===== config.mk =====
export PLATFORM = sky130hd
export DESIGN_NAME = range_list_to_bitmask_parser
export DESIGN_NICKNAME = d
export VERILOG_FILES = /design/src/hw/rtl/rlbp_pkg.sv /design/src/hw/rtl/range_list_to_bitmask_parser.sv
export VERILOG_INCLUDE_DIRS = /design/src /design/src/hw/rtl
export SDC_FILE = /design/constraint.sdc
export NUM_CORES = 2
export LEC_CHECK = 0
export ABC_AREA = 1
export ABC_CLOCK_PERIOD_IN_PS = 8300
export BUFFER_PORTS_ARGS = -buffer_cell sky130_fd_sc_hd__buf_2
export CORE_MARGIN = 3
export CORE_UTILIZATION = 52
export CTS_CLUSTER_DIAMETER = 50
export CTS_CLUSTER_SIZE = 12
export DETAILED_ROUTE_END_ITERATION = 8
export PLACE_DENSITY = 0.66
export SLEW_MARGIN = 25
export SYNTH_ARGS = -nofsm -noshare
export SYNTH_HDL_FRONTEND = slang
export SYNTH_SLANG_ARGS = --single-unit

===== constraint.sdc =====
create_clock -name clk -period 8.3 [get_ports clk]
set_input_delay 0.415 -clock clk [delete_from_list [all_inputs] [get_ports clk]]
set_output_delay 0.415 -clock clk [all_outputs]
set_load 0.02 [all_outputs]

===== src/hw/rtl/range_list_to_bitmask_parser_assert.svh =====
// assertion macros for the range list parser
`ifndef RANGE_LIST_TO_BITMASK_PARSER_ASSERT_SVH
`define RANGE_LIST_TO_BITMASK_PARSER_ASSERT_SVH

// same-cycle implication, checked out of reset
`define RLBP_ASSERT_IMPLY(name, cond, expr, msg) \
    name: assert property (@(posedge clk) disable iff (!rst_n) (cond) |-> (expr)) \
        else $error(msg);

// next-cycle implication, checked out of reset
`define RLBP_ASSERT_NEXT(name, cond, expr, msg) \
    name: assert property (@(posedge clk) disable iff (!rst_n) (cond) |=> (expr)) \
        else $error(msg);

`endif


===== src/hw/rtl/rlbp_pkg.sv =====
package rlbp_pkg;

    typedef enum logic [1:0] {
        OP_PARSE = 2'd0,
        OP_READ  = 2'd1,
        OP_CLEAR = 2'd2
    } op_t;

    typedef enum logic [3:0] {
        ST_ACCEPTED     = 4'd0,
        ST_DONE         = 4'd1,
        ST_NO_NUMBER    = 4'd2,
        ST_DASH_NO_END  = 4'd3,
        ST_BAD_END      = 4'd4,
        ST_DECREASING   = 4'd5,
        ST_JUNK_RANGE   = 4'd6,
        ST_JUNK_NUMBER  = 4'd7,
        ST_OUT_OF_RANGE = 4'd8
    } status_t;

    typedef enum logic [2:0] {
        PH_FIRST       = 3'd0,
        PH_IN_FIRST    = 3'd1,
        PH_AFTER_FIRST = 3'd2,
        PH_END         = 3'd3,
        PH_IN_END      = 3'd4,
        PH_AFTER_END   = 3'd5,
        PH_STOP        = 3'd6
    } phase_t;

    localparam logic [7:0] CH_NUL   = 8'h00;
    localparam logic [7:0] CH_TAB   = 8'h09;
    localparam logic [7:0] CH_CR    = 8'h0D;
    localparam logic [7:0] CH_SPACE = 8'h20;
    localparam logic [7:0] CH_PLUS  = 8'h2B;
    localparam logic [7:0] CH_COMMA = 8'h2C;
    localparam logic [7:0] CH_DASH  = 8'h2D;
    localparam logic [7:0] CH_ZERO  = 8'h30;
    localparam logic [7:0] CH_NINE  = 8'h39;

    function automatic logic is_blank(logic [7:0] c);
        return (c == CH_SPACE) || (c inside {[CH_TAB:CH_CR]});
    endfunction

    function automatic logic is_digit(logic [7:0] c);
        return c inside {[CH_ZERO:CH_NINE]};
    endfunction

endpackage


===== src/hw/rtl/range_list_to_bitmask_parser.sv =====
// channel  | handshake            | word
// ---------+----------------------+---------------------------------------
// in       | in_valid / in_stall  | op, char_code, last, word_index
// out      | out_valid / out_stall| status, mask_word
//
// a character that sets no bit is answered straight from idle; a number or range that sets bits runs
// through S_DIV_LO, S_DIV_HI, S_DIV_END, then a read-modify-write of each bitmap word covered
// a word read goes through the registered memory read; a clear writes one memory row per cycle
// after reset a clearing pass runs over every memory row before the first word is taken
// the output register lets a new word in while its result is shown and not stalled; a stalled result
// stalls the input and holds the sequencer before it loads the next one
`include "range_list_to_bitmask_parser_assert.svh"

module range_list_to_bitmask_parser #(
    parameter int MASK_BITS = 1024,
    parameter int WORD_BITS = 64
) (
    input  logic        clk,
    input  logic        rst_n,
    input  logic        in_valid,
    output logic        in_stall,
    input  logic [1:0]  op,
    input  logic [7:0]  char_code,
    input  logic        last,
    input  logic [3:0]  word_index,
    output logic        out_valid,
    input  logic        out_stall,
    output logic [3:0]  status,
    output logic [63:0] mask_word
);

    localparam int MASK_WORDS = (MASK_BITS + WORD_BITS - 1) / WORD_BITS;
    localparam int AW         = (MASK_WORDS > 1) ? $clog2(MASK_WORDS) : 1;
    localparam int VW         = $clog2(MASK_BITS);
    localparam int ACW        = $clog2(MASK_BITS + 1);
    localparam int AXW        = ACW + 4;
    localparam int OW         = $clog2(WORD_BITS);
    localparam int RW         = VW + 1;
    localparam int PW         = 2 * VW;
    // reciprocal of the word size, quotient comes out exact or one low
    localparam int DIV_MUL    = (1 << VW) / WORD_BITS;

    typedef enum logic [2:0] {
        S_CLEAR,
        S_IDLE,
        S_DIV_LO,
        S_DIV_HI,
        S_DIV_END,
        S_FILL_RD,
        S_FILL_WR,
        S_DONE
    } seq_t;

    // control state
    seq_t                seq_reg, seq_next;
    rlbp_pkg::phase_t    phase_reg, phase_next;
    logic [ACW-1:0]      acc_reg, acc_next;
    logic                neg_reg, neg_next;
    logic                dig_reg, dig_next;
    logic [VW-1:0]       rs_reg, rs_next;
    rlbp_pkg::status_t   err_reg, err_next;
    logic [AW-1:0]       clr_cnt_reg, clr_cnt_next;
    logic                res_pending_reg, res_pending_next;
    logic                first_reg, first_next;
    logic                out_valid_reg, out_valid_next;
    rlbp_pkg::status_t   status_reg, status_next;
    logic [63:0]         mask_word_reg, mask_word_next;

    // payload
    logic [VW-1:0]       fill_lo_reg, fill_lo_next;
    logic [VW-1:0]       fill_hi_reg, fill_hi_next;
    logic [PW-1:0]       prod_reg, prod_next;
    logic [AW-1:0]       cur_word_reg, cur_word_next;
    logic [AW-1:0]       end_word_reg, end_word_next;
    logic [OW-1:0]       lo_off_reg, lo_off_next;
    logic [OW-1:0]       hi_off_reg, hi_off_next;
    rlbp_pkg::status_t   res_status_reg, res_status_next;
    logic                res_read_reg, res_read_next;

    // bitmap memory
    logic [WORD_BITS-1:0] mem [MASK_WORDS];
    logic                 mem_we;
    logic                 mem_re;
    logic [AW-1:0]        mem_waddr;
    logic [AW-1:0]        mem_raddr;
    logic [WORD_BITS-1:0] mem_wdata;
    logic [WORD_BITS-1:0] mem_rdata;

    // parser step
    rlbp_pkg::phase_t    p_phase;
    logic [ACW-1:0]      p_acc;
    logic                p_neg;
    logic                p_dig;
    logic [VW-1:0]       p_rs;
    rlbp_pkg::status_t   p_err;
    rlbp_pkg::status_t   p_close;
    rlbp_pkg::status_t   p_status;
    logic                p_fill;
    logic [VW-1:0]       p_lo;
    logic [VW-1:0]       p_hi;
    logic                p_first_side;
    logic                consumed;
    logic                at_end;

    // word split and fill mask
    logic [VW-1:0]        div_src;
    logic [AW-1:0]        q_est;
    logic [RW-1:0]        rem_est;
    logic [AW-1:0]        q_fix;
    logic [OW-1:0]        off_fix;
    logic [OW-1:0]        lo_bound;
    logic [OW-1:0]        hi_bound;
    logic [WORD_BITS-1:0] fill_mask;

    logic out_free;
    logic accept;
    logic read_in_range;

    function automatic logic [ACW-1:0] add_digit(logic [ACW-1:0] a, logic [7:0] c);
        logic [AXW-1:0] v;
        v = AXW'(a) * AXW'(10) + AXW'(c - rlbp_pkg::CH_ZERO);
        if (v > AXW'(MASK_BITS))
        begin
            return ACW'(MASK_BITS);
        end
        return v[ACW-1:0];
    endfunction

    function automatic rlbp_pkg::status_t close_check(logic [ACW-1:0] a, logic n,
                                                      logic [VW-1:0] r, logic range_end);
        rlbp_pkg::status_t s;
        s = rlbp_pkg::ST_ACCEPTED;
        if (range_end && ((n && a != '0) || a < ACW'(r)))
        begin
            s = rlbp_pkg::ST_DECREASING;
        end
        else if (!range_end && n && a != '0)
        begin
            s = rlbp_pkg::ST_OUT_OF_RANGE;
        end
        else if (a >= ACW'(MASK_BITS))
        begin
            s = rlbp_pkg::ST_OUT_OF_RANGE;
        end
        return s;
    endfunction

    // one character through the parser, including the end of string
    always_comb
    begin
        p_phase      = phase_reg;
        p_acc        = acc_reg;
        p_neg        = neg_reg;
        p_dig        = dig_reg;
        p_rs         = rs_reg;
        p_err        = err_reg;
        p_close      = rlbp_pkg::ST_ACCEPTED;
        p_fill       = 1'b0;
        p_lo         = '0;
        p_hi         = '0;
        consumed     = 1'b0;
        at_end       = (char_code == rlbp_pkg::CH_NUL);

        // a stopped string restarts on the next character, bitmap kept
        if (phase_reg == rlbp_pkg::PH_STOP)
        begin
            p_phase = rlbp_pkg::PH_FIRST;
            p_acc   = '0;
            p_neg   = 1'b0;
            p_dig   = 1'b0;
            p_rs    = '0;
            p_err   = rlbp_pkg::ST_ACCEPTED;
        end
        p_first_side = (p_phase == rlbp_pkg::PH_FIRST) || (p_phase == rlbp_pkg::PH_IN_FIRST);

        if (!at_end)
        begin
            case (p_phase)
                rlbp_pkg::PH_FIRST, rlbp_pkg::PH_END:
                begin
                    consumed = 1'b1;
                    if (!rlbp_pkg::is_blank(char_code))
                    begin
                        if (char_code == rlbp_pkg::CH_PLUS || char_code == rlbp_pkg::CH_DASH ||
                            rlbp_pkg::is_digit(char_code))
                        begin
                            p_acc = '0;
                            p_neg = (char_code == rlbp_pkg::CH_DASH);
                            p_dig = 1'b0;
                            if (rlbp_pkg::is_digit(char_code))
                            begin
                                p_acc = add_digit('0, char_code);
                                p_dig = 1'b1;
                            end
                            p_phase = p_first_side ? rlbp_pkg::PH_IN_FIRST : rlbp_pkg::PH_IN_END;
                        end
                        else
                        begin
                            p_err   = p_first_side ? rlbp_pkg::ST_NO_NUMBER
                                                   : rlbp_pkg::ST_BAD_END;
                            p_phase = rlbp_pkg::PH_STOP;
                        end
                    end
                end
                rlbp_pkg::PH_IN_FIRST, rlbp_pkg::PH_IN_END:
                begin
                    if (rlbp_pkg::is_digit(char_code))
                    begin
                        p_acc    = add_digit(p_acc, char_code);
                        p_dig    = 1'b1;
                        consumed = 1'b1;
                    end
                    else if (!p_dig)
                    begin
                        p_err    = p_first_side ? rlbp_pkg::ST_NO_NUMBER : rlbp_pkg::ST_BAD_END;
                        p_phase  = rlbp_pkg::PH_STOP;
                        consumed = 1'b1;
                    end
                    else
                    begin
                        p_close = close_check(p_acc, p_neg, p_rs, !p_first_side);
                        if (p_close != rlbp_pkg::ST_ACCEPTED)
                        begin
                            p_err    = p_close;
                            p_phase  = rlbp_pkg::PH_STOP;
                            consumed = 1'b1;
                        end
                        else
                        begin
                            // number closed, the character is seen again below
                            p_fill  = 1'b1;
                            p_lo    = p_first_side ? VW'(p_acc) : p_rs;
                            p_hi    = VW'(p_acc);
                            p_rs    = p_first_side ? VW'(p_acc) : p_rs;
                            p_phase = p_first_side ? rlbp_pkg::PH_AFTER_FIRST
                                                   : rlbp_pkg::PH_AFTER_END;
                        end
                    end
                end
                default:
                begin
                end
            endcase

            if (!consumed)
            begin
                case (p_phase)
                    rlbp_pkg::PH_AFTER_FIRST:
                    begin
                        if (!rlbp_pkg::is_blank(char_code))
                        begin
                            if (char_code == rlbp_pkg::CH_COMMA)
                            begin
                                p_phase = rlbp_pkg::PH_FIRST;
                            end
                            else if (char_code == rlbp_pkg::CH_DASH)
                            begin
                                p_phase = rlbp_pkg::PH_END;
                            end
                            else
                            begin
                                p_err   = rlbp_pkg::ST_JUNK_NUMBER;
                                p_phase = rlbp_pkg::PH_STOP;
                            end
                        end
                    end
                    rlbp_pkg::PH_AFTER_END:
                    begin
                        if (!rlbp_pkg::is_blank(char_code))
                        begin
                            if (char_code == rlbp_pkg::CH_COMMA)
                            begin
                                p_phase = rlbp_pkg::PH_FIRST;
                            end
                            else
                            begin
                                p_err   = rlbp_pkg::ST_JUNK_RANGE;
                                p_phase = rlbp_pkg::PH_STOP;
                            end
                        end
                    end
                    default:
                    begin
                    end
                endcase
            end
        end

        // end of string
        if (at_end || (last && p_phase != rlbp_pkg::PH_STOP))
        begin
            p_first_side = (p_phase == rlbp_pkg::PH_IN_FIRST);
            case (p_phase)
                rlbp_pkg::PH_FIRST:
                begin
                    p_err   = rlbp_pkg::ST_NO_NUMBER;
                    p_phase = rlbp_pkg::PH_STOP;
                end
                rlbp_pkg::PH_IN_FIRST, rlbp_pkg::PH_IN_END:
                begin
                    if (!p_dig)
                    begin
                        p_err = p_first_side ? rlbp_pkg::ST_NO_NUMBER : rlbp_pkg::ST_BAD_END;
                    end
                    else
                    begin
                        p_close = close_check(p_acc, p_neg, p_rs, !p_first_side);
                        if (p_close != rlbp_pkg::ST_ACCEPTED)
                        begin
                            p_err = p_close;
                        end
                        else
                        begin
                            p_fill = 1'b1;
                            p_lo   = p_first_side ? VW'(p_acc) : p_rs;
                            p_hi   = VW'(p_acc);
                            p_rs   = p_first_side ? VW'(p_acc) : p_rs;
                            p_err  = rlbp_pkg::ST_DONE;
                        end
                    end
                    p_phase = rlbp_pkg::PH_STOP;
                end
                rlbp_pkg::PH_AFTER_FIRST, rlbp_pkg::PH_AFTER_END:
                begin
                    p_err   = rlbp_pkg::ST_DONE;
                    p_phase = rlbp_pkg::PH_STOP;
                end
                rlbp_pkg::PH_END:
                begin
                    p_err   = rlbp_pkg::ST_DASH_NO_END;
                    p_phase = rlbp_pkg::PH_STOP;
                end
                default:
                begin
                end
            endcase
        end

        p_status = (p_phase == rlbp_pkg::PH_STOP) ? p_err : rlbp_pkg::ST_ACCEPTED;
    end

    // bit number to word and offset: reciprocal estimate then one correction
    always_comb
    begin
        div_src = (seq_reg == S_DIV_HI) ? fill_lo_reg : fill_hi_reg;
        q_est   = AW'(prod_reg >> VW);
        rem_est = RW'(div_src) - RW'(q_est * WORD_BITS);
        if (rem_est >= RW'(WORD_BITS))
        begin
            q_fix   = q_est + 1'b1;
            off_fix = OW'(rem_est - RW'(WORD_BITS));
        end
        else
        begin
            q_fix   = q_est;
            off_fix = OW'(rem_est);
        end
    end

    always_comb
    begin
        lo_bound = first_reg ? lo_off_reg : '0;
        hi_bound = (cur_word_reg == end_word_reg) ? hi_off_reg : OW'(WORD_BITS - 1);
        for (int i = 0; i < WORD_BITS; i++)
        begin
            fill_mask[i] = (OW'(i) >= lo_bound) && (OW'(i) <= hi_bound);
        end
    end

    assign out_free      = !out_valid_reg || !out_stall;
    assign in_stall      = (seq_reg != S_IDLE) || (out_valid_reg && out_stall);
    assign accept        = in_valid && !in_stall;
    assign read_in_range = (32'(word_index) < MASK_WORDS);

    // sequencer
    always_comb
    begin
        seq_next         = seq_reg;
        phase_next       = phase_reg;
        acc_next         = acc_reg;
        neg_next         = neg_reg;
        dig_next         = dig_reg;
        rs_next          = rs_reg;
        err_next         = err_reg;
        clr_cnt_next     = clr_cnt_reg;
        res_pending_next = res_pending_reg;
        first_next       = first_reg;
        out_valid_next   = out_valid_reg;
        status_next      = status_reg;
        mask_word_next   = mask_word_reg;
        fill_lo_next     = fill_lo_reg;
        fill_hi_next     = fill_hi_reg;
        prod_next        = prod_reg;
        cur_word_next    = cur_word_reg;
        end_word_next    = end_word_reg;
        lo_off_next      = lo_off_reg;
        hi_off_next      = hi_off_reg;
        res_status_next  = res_status_reg;
        res_read_next    = res_read_reg;
        mem_we           = 1'b0;
        mem_re           = 1'b0;
        mem_waddr        = cur_word_reg;
        mem_raddr        = cur_word_reg;
        mem_wdata        = mem_rdata | fill_mask;

        if (out_valid_reg && !out_stall)
        begin
            out_valid_next = 1'b0;
        end

        case (seq_reg)
            S_CLEAR:
            begin
                mem_we    = 1'b1;
                mem_waddr = clr_cnt_reg;
                mem_wdata = '0;
                if (clr_cnt_reg == AW'(MASK_WORDS - 1))
                begin
                    clr_cnt_next = '0;
                    seq_next     = res_pending_reg ? S_DONE : S_IDLE;
                end
                else
                begin
                    clr_cnt_next = clr_cnt_reg + 1'b1;
                end
            end
            S_IDLE:
            begin
                if (accept)
                begin
                    case (rlbp_pkg::op_t'(op))
                        rlbp_pkg::OP_PARSE:
                        begin
                            phase_next      = p_phase;
                            acc_next        = p_acc;
                            neg_next        = p_neg;
                            dig_next        = p_dig;
                            rs_next         = p_rs;
                            err_next        = p_err;
                            res_status_next = p_status;
                            res_read_next   = 1'b0;
                            if (p_fill)
                            begin
                                fill_lo_next = p_lo;
                                fill_hi_next = p_hi;
                                seq_next     = S_DIV_LO;
                            end
                            else
                            begin
                                out_valid_next = 1'b1;
                                status_next    = p_status;
                                mask_word_next = '0;
                            end
                        end
                        rlbp_pkg::OP_READ:
                        begin
                            mem_re          = 1'b1;
                            mem_raddr       = AW'(word_index);
                            res_read_next   = read_in_range;
                            res_status_next = rlbp_pkg::ST_ACCEPTED;
                            seq_next        = S_DONE;
                        end
                        rlbp_pkg::OP_CLEAR:
                        begin
                            phase_next       = rlbp_pkg::PH_FIRST;
                            acc_next         = '0;
                            neg_next         = 1'b0;
                            dig_next         = 1'b0;
                            rs_next          = '0;
                            err_next         = rlbp_pkg::ST_ACCEPTED;
                            res_status_next  = rlbp_pkg::ST_ACCEPTED;
                            res_read_next    = 1'b0;
                            res_pending_next = 1'b1;
                            clr_cnt_next     = '0;
                            seq_next         = S_CLEAR;
                        end
                        default:
                        begin
                            out_valid_next = 1'b1;
                            status_next    = rlbp_pkg::ST_ACCEPTED;
                            mask_word_next = '0;
                        end
                    endcase
                end
            end
            S_DIV_LO:
            begin
                prod_next = PW'(fill_lo_reg) * PW'(DIV_MUL);
                seq_next  = S_DIV_HI;
            end
            S_DIV_HI:
            begin
                cur_word_next = q_fix;
                lo_off_next   = off_fix;
                prod_next     = PW'(fill_hi_reg) * PW'(DIV_MUL);
                seq_next      = S_DIV_END;
            end
            S_DIV_END:
            begin
                end_word_next = q_fix;
                hi_off_next   = off_fix;
                first_next    = 1'b1;
                seq_next      = S_FILL_RD;
            end
            S_FILL_RD:
            begin
                mem_re   = 1'b1;
                seq_next = S_FILL_WR;
            end
            S_FILL_WR:
            begin
                mem_we     = 1'b1;
                first_next = 1'b0;
                if (cur_word_reg == end_word_reg)
                begin
                    seq_next = S_DONE;
                end
                else
                begin
                    cur_word_next = cur_word_reg + 1'b1;
                    seq_next      = S_FILL_RD;
                end
            end
            S_DONE:
            begin
                if (out_free)
                begin
                    out_valid_next   = 1'b1;
                    status_next      = res_status_reg;
                    mask_word_next   = res_read_reg ? 64'(mem_rdata) : '0;
                    res_pending_next = 1'b0;
                    seq_next         = S_IDLE;
                end
            end
            default:
            begin
                seq_next = S_IDLE;
            end
        endcase
    end

    always_ff @(posedge clk or negedge rst_n)
    begin
        if (!rst_n)
        begin
            seq_reg         <= S_CLEAR;
            phase_reg       <= rlbp_pkg::PH_FIRST;
            acc_reg         <= '0;
            neg_reg         <= 1'b0;
            dig_reg         <= 1'b0;
            rs_reg          <= '0;
            err_reg         <= rlbp_pkg::ST_ACCEPTED;
            clr_cnt_reg     <= '0;
            res_pending_reg <= 1'b0;
            first_reg       <= 1'b0;
            out_valid_reg   <= 1'b0;
            status_reg      <= rlbp_pkg::ST_ACCEPTED;
            mask_word_reg   <= '0;
        end
        else
        begin
            seq_reg         <= seq_next;
            phase_reg       <= phase_next;
            acc_reg         <= acc_next;
            neg_reg         <= neg_next;
            dig_reg         <= dig_next;
            rs_reg          <= rs_next;
            err_reg         <= err_next;
            clr_cnt_reg     <= clr_cnt_next;
            res_pending_reg <= res_pending_next;
            first_reg       <= first_next;
            out_valid_reg   <= out_valid_next;
            status_reg      <= status_next;
            mask_word_reg   <= mask_word_next;
        end
    end

    always_ff @(posedge clk)
    begin
        fill_lo_reg    <= fill_lo_next;
        fill_hi_reg    <= fill_hi_next;
        prod_reg       <= prod_next;
        cur_word_reg   <= cur_word_next;
        end_word_reg   <= end_word_next;
        lo_off_reg     <= lo_off_next;
        hi_off_reg     <= hi_off_next;
        res_status_reg <= res_status_next;
        res_read_reg   <= res_read_next;
    end

    // bitmap, one write and one registered read per cycle
    always_ff @(posedge clk)
    begin
        if (mem_we)
        begin
            mem[mem_waddr] <= mem_wdata;
        end
        if (mem_re)
        begin
            mem_rdata <= mem[mem_raddr];
        end
    end

    assign out_valid = out_valid_reg;
    assign status    = status_reg;
    assign mask_word = mask_word_reg;

    `RLBP_ASSERT_IMPLY(a_fill_order, seq_reg == S_FILL_WR, fill_lo_reg <= fill_hi_reg && cur_word_reg <= end_word_reg, "range fill runs past its last word")
    `RLBP_ASSERT_NEXT(a_fill_ends, seq_reg == S_FILL_WR && cur_word_reg == end_word_reg, seq_reg == S_DONE, "range fill did not finish on its last word")
    `RLBP_ASSERT_IMPLY(a_stop_code, phase_reg == rlbp_pkg::PH_STOP, err_reg != rlbp_pkg::ST_ACCEPTED, "stopped parser holds no final status")

endmodule


## After elaboration in Yosys (flattened, before gate mapping)

Memories as Yosys holds them, arrays and structs flattened. A register that Yosys moved wholly into a read port is not among the register bits.
Index checks and enable logic that the tools add are counted.

- Muxes and demuxes: 194
- Order comparisons: 139
- $add $sub $neg: 7
- Reductions and logical operators: 126
- Eq/ne operators: 38
- $mul: 1
- Bitwise logic cells: 1

Operators with widths:

| operator | number |
|---|---|
| 64-bit two-way mux | 5 |
| 10-bit two-way mux | 31 |
| 64-bit one-hot mux with 2 select lines | 2 |
| 6-bit greater-or-equal comparator, first input constant | 32 |
| 6-bit <= comparator, first input constant | 32 |
| 4-bit two-way mux | 43 |
| 11-bit two-way mux | 10 |
| 5-bit by 6-bit greater-or-equal comparator with 1-bit output, first input constant | 16 |
| 5-bit by 6-bit <= comparator with 1-bit output, first input constant | 16 |
| 1-bit logical AND | 78 |
| 3-bit two-way mux | 25 |
| 64-bit OR | 1 |
| 4-bit one-hot mux with 2 select lines | 8 |
| 4-bit by 6-bit greater-or-equal comparator with 1-bit output, first input constant | 8 |
| 4-bit by 6-bit <= comparator with 1-bit output, first input constant | 8 |
| 1-bit two-way mux | 46 |
| 11-bit one-hot mux with 2 select lines | 2 |
| 8-bit by 6-bit == test with 1-bit output, second input constant | 4 |
| 3-bit == test, second input constant | 10 |
| 15-bit by 11-bit > comparator with 1-bit output, second input constant | 2 |
| 14-bit one-hot mux with 2 select lines | 1 |
| 3-bit by 6-bit greater-or-equal comparator with 1-bit output, first input constant | 4 |
| 3-bit by 6-bit <= comparator with 1-bit output, first input constant | 4 |
| 3-bit one-hot mux with 8 select lines | 1 |
| other kinds (49) | 117 |

- Bits of input ports: 19
- Memories: 1
- Flip-flop bits (word level): 167
- Memory bits (writable): 1024

Memory list:

| name | words | width | read ports | clocked after memory_dff | wr ports | line | RTL |
|---|---|---|---|---|---|---|---|
| mem | 16 | 64 | 1 | 1 | 1 | range_list_to_bitmask_parser.sv:81 | `logic [WORD_BITS-1:0] mem [MASK_WORDS];` |

## Logic depth before layout (Yosys ltp)

- Word-level depth: 40
- Mapped depth: 49

## Least setup slack after synthesis

No wires, ideal clock.

- Path type: register -> register
- Start: reg phase_reg[0]
- End: reg fill_hi_reg[0], enable pin
- Required time: 7903 ps
- Slack: 2003 ps
- Arrival time: 5900 ps
- Period minus slack after synthesis: 6297 ps
- Stages on the path, launching flop included: 43
- Buffers on the path: 0
- Cell sequence: dfrtp_1 -> inv_2 -> nand3_4 -> nand2_1 -> inv_1 -> nor2_1 -> nor2_1 -> ha_1 -> a21oi_1 -> inv_1 -> a31oi_1 -> o21ai_0 -> a21oi_1 -> o21ai_0 -> xor2_1 -> inv_1 -> ha_1 -> a21o_1 -> [7 not listed] -> nand2_1 -> a21oi_1 -> inv_1 -> ha_1 -> nand2_1 -> nor2_1 -> a211oi_1 -> nor2_1 -> nor2_1 -> nand2_1 -> nand2_1 -> nand2_2 -> nand2_2 -> nor2_4 -> nand2_4 -> nand2_2 -> nand2_1 -> nor2_1

- Word-level cells in the longest chain between the ends: 36
- Elaborated cells between the ends (all ways): 111
- Classes of those cells: add/sub (1); mul (1); order compare (5); eq/ne (9); mux (71); reduce/logical (24)

RTL lines:

| element | line | RTL |
|---|---|---|
| start, declared | range_list_to_bitmask_parser.sv:56 | `rlbp_pkg::phase_t phase_reg, phase_next;` |
| start signal, assigned | range_list_to_bitmask_parser.sv:547 | `phase_reg <= rlbp_pkg::PH_FIRST;` |
| start signal, assigned | range_list_to_bitmask_parser.sv:563 | `phase_reg <= phase_next;` |
| parallel branches: the longest is 34 deep, another holds 15-bit adder | -- |  |
| 1-bit two-way mux (*) | range_list_to_bitmask_parser.sv:290 | `if (at_end \|\| (last && p_phase != rlbp_pkg::PH_STOP))` |
| 4-bit AND reduction (no source line) (*) | -- |  |
| end signal, assigned | range_list_to_bitmask_parser.sv:581 | `fill_hi_reg <= fill_hi_next;` |
| end, declared | range_list_to_bitmask_parser.sv:71 | `logic [VW-1:0] fill_hi_reg, fill_hi_next;` |

Mark *: on every way between the ends. The select of a mux whose other input is x is not followed.
A chain may end at the register's enable or synchronous reset.

## Worst setup path after layout

- Start: reg phase_reg[0]
- End: reg mask_word_reg[48], in the netlist mask_word[48]

- Word-level cells in the longest chain between the ends: 37
- Elaborated cells between the ends (all ways): 112
- Classes of those cells: add/sub (1); mul (1); order compare (5); eq/ne (10); mux (71); reduce/logical (24)

RTL lines:

| element | line | RTL |
|---|---|---|
| parallel branches: the longest is 34 deep, another holds 15-bit adder | -- |  |
| 1-bit two-way mux (*) | range_list_to_bitmask_parser.sv:290 |  |
| 3-bit inequality test (no source line) (*) | -- |  |
| 5-bit AND reduction (no source line) (*) | -- |  |
| end signal, assigned | range_list_to_bitmask_parser.sv:574 | `mask_word_reg <= mask_word_next;` |
| end, declared | range_list_to_bitmask_parser.sv:67 | `logic [63:0] mask_word_reg, mask_word_next;` |

Marked as above.

==> flow_summary_export.csv <==
group,metric,value,unit
global_route,grt_busiest_layer,"met2",
layout,diodes,0,
power_and_ir_drop,p_leak,24.0,nW
cts,clock_latency,730,ps
cts,cts_sinks,1245,
power_and_ir_drop,intPower,13.7,mW
run,drv_cap,0,
place,place.gp.congestion,0.927,
yosys,syn_avg_cell_area,10.7,um2
die,die_h,333,um
yosys,synth_top_area_share,61.5,%
yosys,yosysMostFrequentCell,"edfxtp_1",
cts,cts_setup_buffers,0,
power_and_ir_drop,power.density,352,mW/mm2
yosys,synth-edff-count,1137,
yosys,synth_area_leaders,"edfxtp_1 61%, nand2_1 5.4%, inv_1 5.2%, dfrtp_1 4.9%, nand3_1 3.7%",
hold_path,hp-class,"input port to flip-flop",
global_route,grt_overflow,0,
global_route,grt_use_met1,38.8,%
route,wl_per_cell,22.3,um
yosys,synth_mux_area_share,0,%
die,die_w,333,um
yosys,synth_common_cells,"1137 x edfxtp_1, 803 x nand2_1, 776 x inv_1",
yosys,yosys.cell_types.count,53,
route,antenna_left,0,
yosys,synth-seq-cells,1245,
cts,cts_resized,0,
outcome,outcome,"finished, final reports clean",
sta,setup_tns,0,ps
power_and_ir_drop,power_frac_clock,26.2,%
yosys,synth_compound_area_share,13.1,%
sta,drv_slew,0,
yosys,syn_area,0.0555,mm2
cts,htree_levels,4,
place,numPortBuffers,88,
cts,cts_tree,"yes",
worst_setup_path,reg2reg_slack,830,ps
worst_setup_path,crit_arrival,8080,ps
sta,hold_violations,0,
die,core-area,0.106,mm2
global_route,grt_first_pass_wirelength,224,mm
layout,fillers,8778,
yosys,yosysTopAreaCell,"edfxtp_1",
yosys,synthXorXnorAreaFrac,0.329,%
cts,clk_pin_slew_worst_paths,50,ps
cts,ctsHoldBuffers,1,
route,drc,0,
sta,fin_crit,7470,ps
layout,syn_to_final_growth,11.1,%
worst_setup_path,slowest_stage,"dfrtp_1",
yosys,synthesis.nets,5247,
yosys,synth_top_family_by_area,"compound AO/OA/AOI/OAI gates",
sta,rsz0062_at_grt,"false",
yosys,synthSimpleGateAreaFrac,11.8,%
route,drt_iter0_markers,4261,
cts,cts_root_buf,"clkbuf_16",
worst_setup_path,cp.required,8910,ps
worst_setup_path,slowest_delay,420,ps
worst_setup_path,end_kind,"flip-flop",
sta,setup_violations,0,
global_route,antenna_found_initial,1,
global_route,grt_pass1_vias,36100,
die,core.rowCount,119,
cts,clockBufferDepth,3,
global_route,use_met3,4.14,%
worst_setup_path,critPathKind,"flip-flop to flip-flop",
route,vias,38500,
power_and_ir_drop,seqPwrFrac,41.5,%
die,io_pins,89,
yosys,ys.warnings.count,0,
sta,clock.fmax,134,MHz
yosys,ys_seq_area_share,66.3,%
place,post-place-ws,902,ps
layout,largest_reg_flops,1024,
yosys,synth-main-ff-cell,"edfxtp_1",
yosys,synthAdderAreaFrac,1.22,%
route,drtPass1Iterations,8,
sta,finClkSkew,35.8,ps
global_route,grt_max_degree,245,
power_and_ir_drop,switchingPower,7.99,mW
yosys,async_flop_share,8.67,%
route,drt-total-wl,149,mm
power_and_ir_drop,peakVddDrop,0.266,mV
power_and_ir_drop,p_comb_share,32.4,%
worst_setup_path,worstPathMaxFanout,34,
cts,cts_made_buffers,133,
sta,tightest_slew,1060,ps
die,die-area,0.111,mm2
power_and_ir_drop,p_total,21.7,mW
sta,slew-limit-headroom,27.5,%
sta,fin_crit_sh,90.0,%
layout,layout.nets,5274,
sta,fin_ws,827,ps
global_route,met2_usage,42.0,%
yosys,synthCells,5175,
place,dp_hpwl,83.6,mm
die,start_util,52.5,%
power_and_ir_drop,swShare,36.8,%
route,via_per_inst,5.76,
layout,final_layout_size_suffix_gt1_share,8.23,%
worst_setup_path,start_kind,"flip-flop",
global_route,grt_usage,26.7,%
## cells by family (layout without fill, tap and decap cells)
kind of cell,count (synthesis),count (layout)
buf+inv,1057,1167
fa+ha+maj,53,53
flops,1245,1245
compound gates,1255,1255
simple gates,1545,1545
xor+xnor,20,20
## layer usage
| metal | vias up | part of all wire, % | wire [um] |
|---|---|---|---|
| li1 | 18100 | - | - |
| met1 | 18700 | 44 | 64800 |
| met2 | 1459 | 46 | 69000 |
| met3 | 252 | 7.6 | 11300 |
| met4 | 0 | 2.4 | 3570 |
| met5 | - | 0 | 0 |
## cell type report
type                       instances  area (um2)  share of cell area [%]
clock buffer                     185        3660                    5.93
clock inverter                    33         447                   0.724
inverter                         794        3000                    4.85
multi-input combinational       2873       14900                    24.2
sequential                      1245       36800                    59.7
tap                             1391        1740                    2.82
timing repair buffer             155        1070                    1.73
## layout by cell type (no fill, tap or decap), types with 10 or more instances in the layout
| cell | count |
|---|---|
| edfxtp_1 | 1137 |
| nand2_1 | 802 |
| inv_1 | 775 |
| nand3_1 | 413 |
| o21ai_0 | 408 |
| a21oi_1 | 362 |
| o211ai_1 | 250 |
| nor2_1 | 236 |
| clkbuf_16 | 138 |
| dfrtp_1 | 108 |
| buf_2 | 88 |
| o21ai_1 | 65 |
| buf_4 | 54 |
| ha_1 | 51 |
| clkbuf_1 | 44 |
| a21oi_2 | 33 |
| o22ai_1 | 28 |
| nand4_1 | 27 |
| nor2_4 | 20 |
| a211oi_1 | 18 |
| nand2_2 | 17 |
| o221ai_1 | 15 |
| o21a_1 | 14 |
| a31oi_1 | 14 |
| xor2_1 | 12 |
| nor3_1 | 11 |
| o21ai_2 | 11 |
| inv_2 | 10 |
## power by group through the flow
stage               combinational, mW  clock, mW  sequential, mW
floorplan                        4.65          0            9.06
global placement                 6.85          0            9.12
detailed placement               6.92          0            9.13
CTS                              6.95       5.77            9.01
global route                     7.82       6.02            9.05
finish                           7.03       5.68            9.00
## worst paths after layout
path                               from  cells past startpoint             to
setup / recovery           phase_reg[0]                     45  mask_word[48]
hold / removal                 in_valid                      4      out_valid
setup reg to reg           phase_reg[0]                     45  mask_word[48]
hold reg to reg               status[3]                      2      status[3]
max in group asynchronous         rst_n                      3        dig_reg
min in group asynchronous         rst_n                      2  mask_word[12]
## worst max-delay path, delay by kind of cell, from the launching register on
family | cells | cell delay [ps]
AOI/OAI and AO/OA | 12 | 2190
DFF | 1 | 420
xor gates and xnor gates | 1 | 190
buffers and inverters | 6 | 880
and+or+nand+nor | 23 | 2640
adders and majority gates | 3 | 1040
## stage by stage
| stage | area [um2] | std cells | hold slack [ps] | util, % |
|---|---|---|---|---|
| detailed placement | 57500 | 6456 | 372 | 54.4 |
| global placement | 57500 | 6455 | 364 | 54.3 |
| global route | 61700 | 6676 | 103 | 58.4 |
| finish | 61700 | 6676 | 79.9 | 58.4 |
| CTS | 61600 | 6675 | 42.9 | 58.3 |
| floorplan | 55500 | 5175 | 119 | - |
Power figures use the tool's default switching activity.
